--- config.mk ---
export PLATFORM = sky130hd
export DESIGN_NAME = priority_ordered_lock_queue
export DESIGN_NICKNAME = d
export VERILOG_FILES = /design/src/rtl/polq_pkg.sv /design/src/rtl/priority_ordered_lock_queue.sv
export SDC_FILE = /design/constraint.sdc
export NUM_CORES = 1
export LEC_CHECK = 0
export BUFFER_PORTS_ARGS = -buffer_cell sky130_fd_sc_hd__buf_2
export CORE_MARGIN = 5
export CORE_UTILIZATION = 62
export DETAILED_ROUTE_END_ITERATION = 10
export PLACE_DENSITY = 0.79
export REMOVE_ABC_BUFFERS = 1
export SETUP_SLACK_MARGIN = 0.3
export SLEW_MARGIN = 20
export SYNTH_ARGS = -nofsm -noshare
export SYNTH_HDL_FRONTEND = slang
export SYNTH_SLANG_ARGS = --single-unit
--- constraint.sdc ---
create_clock -name clk -period 3.7 [get_ports clk]
set_input_delay 0.37 -clock clk [delete_from_list [all_inputs] [get_ports clk]]
set_output_delay 0.37 -clock clk [all_outputs]
set_load 0.005 [all_outputs]
--- src/rtl/polq_pkg.sv ---
// polq_pkg: shared types, sizes and codes of the priority-ordered lock queue
// holds the request and result beat structs, status codes and the priority clamp
// no dependencies
package polq_pkg;

  localparam int QUEUE_DEPTH   = 16;
  localparam int PRIORITY_BITS = 16;

  localparam int PTR_W   = $clog2(QUEUE_DEPTH);
  localparam int COUNT_W = $clog2(QUEUE_DEPTH + 1);
  localparam int ID_W    = 4;
  localparam int REQ_PRIO_W = 16;

  localparam longint PRIO_HI = (longint'(1) <<< (PRIORITY_BITS - 1)) - 1;
  localparam longint PRIO_LO = -PRIO_HI - 1;

  typedef enum logic {
    OP_LOCK   = 1'b0,
    OP_UNLOCK = 1'b1
  } op_t;

  typedef enum logic [2:0] {
    ST_GRANTED  = 3'd0,
    ST_QUEUED   = 3'd1,
    ST_FULL     = 3'd2,
    ST_HANDOVER = 3'd3,
    ST_IDLE     = 3'd4
  } status_t;

  typedef struct packed {
    op_t                           operation;
    logic [ID_W-1:0]               requester;
    logic signed [REQ_PRIO_W-1:0]  priority_req;
  } req_t;

  typedef struct packed {
    status_t          status;
    logic             grant;
    logic [ID_W-1:0]  new_owner;
  } res_t;

  typedef struct packed {
    logic [ID_W-1:0]                 id;
    logic signed [PRIORITY_BITS-1:0] prio;
  } entry_t;

  // clamp the request priority into the stored signed range
  function automatic logic signed [PRIORITY_BITS-1:0] sat_prio(
    input logic signed [REQ_PRIO_W-1:0] raw
  );
    longint v;
    v = longint'(raw);
    if (v > PRIO_HI) v = PRIO_HI;
    if (v < PRIO_LO) v = PRIO_LO;
    return PRIORITY_BITS'(v);
  endfunction

endpackage

--- src/rtl/priority_ordered_lock_queue.sv ---
// priority_ordered_lock_queue: lock arbiter with a sorted, bounded wait queue
// one wait memory, one priority comparator and a small sequencer
// depends on polq_pkg
//
// One beat on req is taken at a clock edge where start is high and busy is low.
// Every request beat produces exactly one result beat: res is valid while done
// is high, for one cycle only, and the receiver cannot stall it, so it must
// capture res whenever done is seen. A lock on a free lock, a lock that finds
// the queue full, and an unlock with nobody waiting finish at once (done
// in the cycle after the accept, and busy stays low). An unlock that hands the
// lock to the head waiter goes through S_POP, using the head entry read from
// the wait memory at the accept edge. A queued lock walks from the tail of the
// queue toward the head, moving each waiter with a greater priority value up by
// one slot: each such waiter takes a memory read in S_READ, then the shared
// compare and a write in S_CMP. The wait memory needs no clearing after reset:
// only data read from occupied slots is ever used.
module priority_ordered_lock_queue
  import polq_pkg::*;
(
  input  logic clk,
  input  logic rst,
  input  logic start,
  output logic busy,
  input  req_t req,
  output logic done,
  output res_t res
);

  typedef enum logic [4:0] {
    S_IDLE  = 5'b00001,
    S_READ  = 5'b00010,
    S_CMP   = 5'b00100,
    S_PLACE = 5'b01000,
    S_POP   = 5'b10000
  } state_t;

  state_t state;

  // lock owner
  logic            owner_valid;
  logic [ID_W-1:0] owner_id;

  // circular wait queue, head holds the next owner
  logic [PTR_W-1:0]   head;
  logic [PTR_W-1:0]   tail;
  logic [COUNT_W-1:0] count;

  // insertion walk
  logic [PTR_W-1:0]   wr_ptr;  // free slot being filled
  logic [COUNT_W-1:0] left;    // waiters still ahead of the new beat

  // captured request
  logic [ID_W-1:0]                 new_id;
  logic signed [PRIORITY_BITS-1:0] new_prio;

  // wait memory
  entry_t           wait_mem [QUEUE_DEPTH];
  entry_t           rd_data;
  logic [PTR_W-1:0] rd_addr;
  logic             mem_we;
  logic [PTR_W-1:0] mem_waddr;
  entry_t           mem_wdata;

  logic shift_up;

  function automatic logic [PTR_W-1:0] ptr_next(input logic [PTR_W-1:0] p);
    return (p == PTR_W'(QUEUE_DEPTH - 1)) ? '0 : p + PTR_W'(1);
  endfunction

  function automatic logic [PTR_W-1:0] ptr_prev(input logic [PTR_W-1:0] p);
    return (p == '0) ? PTR_W'(QUEUE_DEPTH - 1) : p - PTR_W'(1);
  endfunction

  assign busy = (state != S_IDLE);

  // the shared comparator: does the waiter just read sort after the new beat
  assign shift_up = ($signed(rd_data.prio) > $signed(new_prio));

  // idle reads the head so an unlock finds it ready, the walk reads below the hole
  assign rd_addr = (state == S_READ) ? ptr_prev(wr_ptr) : head;

  always_comb begin
    mem_we    = 1'b0;
    mem_waddr = wr_ptr;
    mem_wdata = '{id: new_id, prio: new_prio};
    if (state == S_PLACE) begin
      mem_we = 1'b1;
    end else if (state == S_CMP) begin
      mem_we = 1'b1;
      if (shift_up) begin
        mem_wdata = rd_data;  // move the waiter up one slot
      end
    end
  end

  always_ff @(posedge clk) begin
    if (mem_we) begin
      wait_mem[mem_waddr] <= mem_wdata;
    end
    rd_data <= wait_mem[rd_addr];
  end

  // sequencer
  always_ff @(posedge clk) begin
    if (rst) begin
      state       <= S_IDLE;
      owner_valid <= 1'b0;
      owner_id    <= '0;
      head        <= '0;
      tail        <= '0;
      count       <= '0;
      done        <= 1'b0;
    end else begin
      done <= 1'b0;
      unique case (state)
        S_IDLE: begin
          if (start) begin
            new_id   <= req.requester;
            new_prio <= sat_prio(req.priority_req);
            if (req.operation == OP_LOCK) begin
              if (!owner_valid) begin
                // free lock, grant at once
                owner_valid <= 1'b1;
                owner_id    <= req.requester;
                done        <= 1'b1;
                res         <= '{status: ST_GRANTED, grant: 1'b1,
                                 new_owner: req.requester};
              end else if (count == COUNT_W'(QUEUE_DEPTH)) begin
                // no room, drop the beat
                done <= 1'b1;
                res  <= '{status: ST_FULL, grant: 1'b0, new_owner: owner_id};
              end else begin
                wr_ptr <= tail;
                left   <= count;
                state  <= (count == '0) ? S_PLACE : S_READ;
              end
            end else if (count != '0) begin
              state <= S_POP;
            end else begin
              // nobody waits, lock goes free
              owner_valid <= 1'b0;
              owner_id    <= '0;
              done        <= 1'b1;
              res         <= '{status: ST_IDLE, grant: 1'b0, new_owner: '0};
            end
          end
        end
        S_READ: begin
          state <= S_CMP;
        end
        S_CMP: begin
          if (shift_up) begin
            wr_ptr <= ptr_prev(wr_ptr);
            left   <= left - COUNT_W'(1);
            state  <= (left == COUNT_W'(1)) ? S_PLACE : S_READ;
          end else begin
            // new beat written into the hole this cycle
            tail  <= ptr_next(tail);
            count <= count + COUNT_W'(1);
            done  <= 1'b1;
            res   <= '{status: ST_QUEUED, grant: 1'b0, new_owner: owner_id};
            state <= S_IDLE;
          end
        end
        S_PLACE: begin
          tail  <= ptr_next(tail);
          count <= count + COUNT_W'(1);
          done  <= 1'b1;
          res   <= '{status: ST_QUEUED, grant: 1'b0, new_owner: owner_id};
          state <= S_IDLE;
        end
        S_POP: begin
          // head entry was read at the accept edge
          owner_valid <= 1'b1;
          owner_id    <= rd_data.id;
          head        <= ptr_next(head);
          count       <= count - COUNT_W'(1);
          done        <= 1'b1;
          res         <= '{status: ST_HANDOVER, grant: 1'b1, new_owner: rd_data.id};
          state       <= S_IDLE;
        end
        default: begin
          state <= S_IDLE;
        end
      endcase
    end
  end

  // queue never holds more than its depth
  a_count_bound: assert property (@(posedge clk) disable iff (rst)
    count <= COUNT_W'(QUEUE_DEPTH))
    else $error("wait count above queue depth");

  // an empty queue has its pointers together
  a_empty_ptrs: assert property (@(posedge clk) disable iff (rst)
    (count == '0) |-> (head == tail))
    else $error("empty queue with head and tail apart");

  // every multi-cycle beat ends with a result
  a_busy_done: assert property (@(posedge clk) disable iff (rst)
    $fell(busy) |-> done)
    else $error("sequencer went idle without a result");

  // grant flag follows the status code
  a_grant_code: assert property (@(posedge clk) disable iff (rst)
    done |-> (res.grant == ((res.status == ST_GRANTED) || (res.status == ST_HANDOVER))))
    else $error("grant flag disagrees with status");

  // a handover or grant leaves the lock held
  a_owner_held: assert property (@(posedge clk) disable iff (rst)
    (done && res.grant) |-> (owner_valid && (owner_id == res.new_owner)))
    else $error("granted owner not recorded");

endmodule

==> results.ini <==
[worst_setup_path]
crit_required_ps=3920
path_class=register to register
critical_path_arrival_ps=3400
cp-end-kind=register
crit_path_max_fanout=24
start_kind=register

[yosys]
yosysTopAreaCell=edfxtp_1
synthFlopType=edfxtp_1
synth_common_cells=357 x edfxtp_1, 80 x mux4_2, 55 x nand2_1
synth_edf_count=357
synth_area_um2=16000
synth_cells=884
avgSynthCellArea_um2=18.1
ys_seq_area_frac=0.723
netlist.area_leader.share=0.668
synthArstFlopShare=0
synth_cell_types=57
yosysMostFrequentCell=edfxtp_1
yosysWarnings=0
synth.area.top_cells=edfxtp_1 67%, mux4_2 11%, dfxtp_1 5.5%
synth-seq-cells=401

[place]
gp_congestion=0.789
hpwlAfterDp_um=18500
portBuffers=33
dpl-instance-area_um2=16700

[global_routing]
grt_util_met1=0.347
antenna_found_initial=0
grt_pass1_vias=8553
grt_pass1_wl_um=52700
overflow=0
grt_usage=0.247
grt_max_degree=81
use_met3=0.0444
busiest_layer=met2
grt_use_met2=0.411

[detailed_routing]
vias=8472
drc=0
wire_per_inst_um=26.9
dr.pass1.iters=5
routed_wl_um=35000
drt_iter0_drc=994
vias_per_cell=6.52
antenna_left=0

[outcome]
status=finished, final reports clean

[sta]
fmax_mhz=315
finalCriticalPeriod_ps=3180
relSlewSlack=0.457
hold_viol=0
fin_crit_sh=0.859
tightest_slew_ps=813
slew_violations=0
grt_setup_unrepaired=false
setup_viol=0
fin_skew_ps=23.5
fin_tns_setup_ps=0

[final_layout]
final_cell_area_um2=17900
fin_nets=994
diodes=0
areaGrowthSynthToFinish_pct=11.8
drive_gt1_frac=0.251
n_fill_cell=1503

[clock_network]
numClockSinks=401
cts_buffers=40
cts_resized=0
postCtsSetupBuffers=0
cts_tree=done
cts-root-buf=clkbuf_16
cts.path.max_buffers=3
path_clk_slew_ps=60
cts_hold_buf=0
worstSkewPairLatency_ps=530
h-tree-depth=2

[die]
ios=34
core_um2=25300
start_util=0.633
die_h_um=171
rows=58
die_area_um2=29200
fp.dieW_um=171

[job]
maxCapViolCount=0

[power_and_ir_drop]
pwr_density_cell_nw_per_um2=499
vdd_drop_max_mv=0.727
p_leak_uw=0.00619

[hold_path]
worstHoldPathType=input port to register

stage by stage:
step                hold WS [ps]  utilization  setup slack, ps  instances  total power (uW)
floorplan                    439            -            -1550        836              5120
global placement             487        0.658              682       1229              5170
detailed placement           494        0.658              597       1229              5180
CTS                         17.9        0.708              556       1300              9010
global route                15.9        0.708              392       1300              9240
finish                      29.6        0.708              520       1300              8960
layer usage:
metal | vias to the layer above | wire length [um]
met2 | 436 | 17600
met4 | 0 | 745
met1 | 4354 | 13100
li1 | 3623 | -
met5 | - | 0
met3 | 59 | 3520
cells by family (layout without fill, tap and decap cells):
| kind of cell | after synthesis | in the layout | share of synthesized area |
|---|---|---|---|
| fa+ha+maj | 29 | 29 | 0.0231 |
| flops | 401 | 401 | 0.723 |
| mux | 108 | 108 | 0.132 |
| compound gates | 116 | 116 | 0.0500 |
| simple gates | 139 | 139 | 0.0424 |
| xor+xnor | 10 | 10 | 0.00546 |
| buf+inv | 81 | 167 | 0.0234 |
where the power goes:
group / switching [uW] / internal (uW) / total, uW
clock: 1620 / 2250 / 3870
combinational: 96.5 / 45.4 / 142
sequential: 11.4 / 4930 / 4950
total: 1720 / 7230 / 8960
area by class of cell:
cell class,count,area [um2],share of cell area
inverters,33,124,0.00691
flip-flops and latches,401,11600,0.647
repair buffers,63,440,0.0246
well taps,330,413,0.0230
clock buffers,54,1070,0.0599
clock inverters,17,181,0.0101
multi-input cells,402,4100,0.229
cell usage in the layout (no fill, tap or decap), drive strengths merged, types with 3 or more instances in the layout:
cell      Yosys  routed
mux2         23      23
and3          5       5
and2         13      13
clkbuf       29      54
clkinv        0       9
a222oi        4       4
buf          19      63
nand2b        3       3
bufinv        0       3
a22oi        44      44
nor3          8       8
nand2        57      57
a21o          6       6
nor3b         4       4
a211oi        5       5
xor2          3       3
a21oi        23      23
nand3         5       5
nor2b         3       3
mux2i         5       5
o21ai        17      17
xnor2         7       7
nor2         29      29
edfxtp      357     357
or3           3       3
ha           28      28
inv          33      34
mux4         80      80
clkinvlp      0       4
dfxtp        44      44
critical path, cell delays in order, from the launching register on:
cell	delay, ps
edfxtp_1	350
inv_1	60
ha_1	340
nand2_1	150
or3_1	420
o21ai_1	380
nand2_2	580
mux2_2	600
worst paths after layout:
| check | from | to | slack (ps) | cells after the start |
|---|---|---|---|---|
| hold reg to reg | owner_id[1] | owner_id[1] | 510 | 2 |
| hold / removal | req[8] | new_prio[8] | 30 | 1 |
| setup reg to reg | new_prio[13] | wait_mem[12][19] | 520 | 7 |
| setup / recovery | new_prio[13] | wait_mem[12][19] | 520 | 7 |
sequential cells by signal, summed over array words and instances (netlist names):
signal	cells
done	1
rd_data	20
left	5
new_prio	16
wait_mem	320
owner_valid	1
head	4
state	5
owner_id	4
tail	4
count	5
mem_waddr	4
new_id	4
res	8
(Power assumes the default switching activity.)
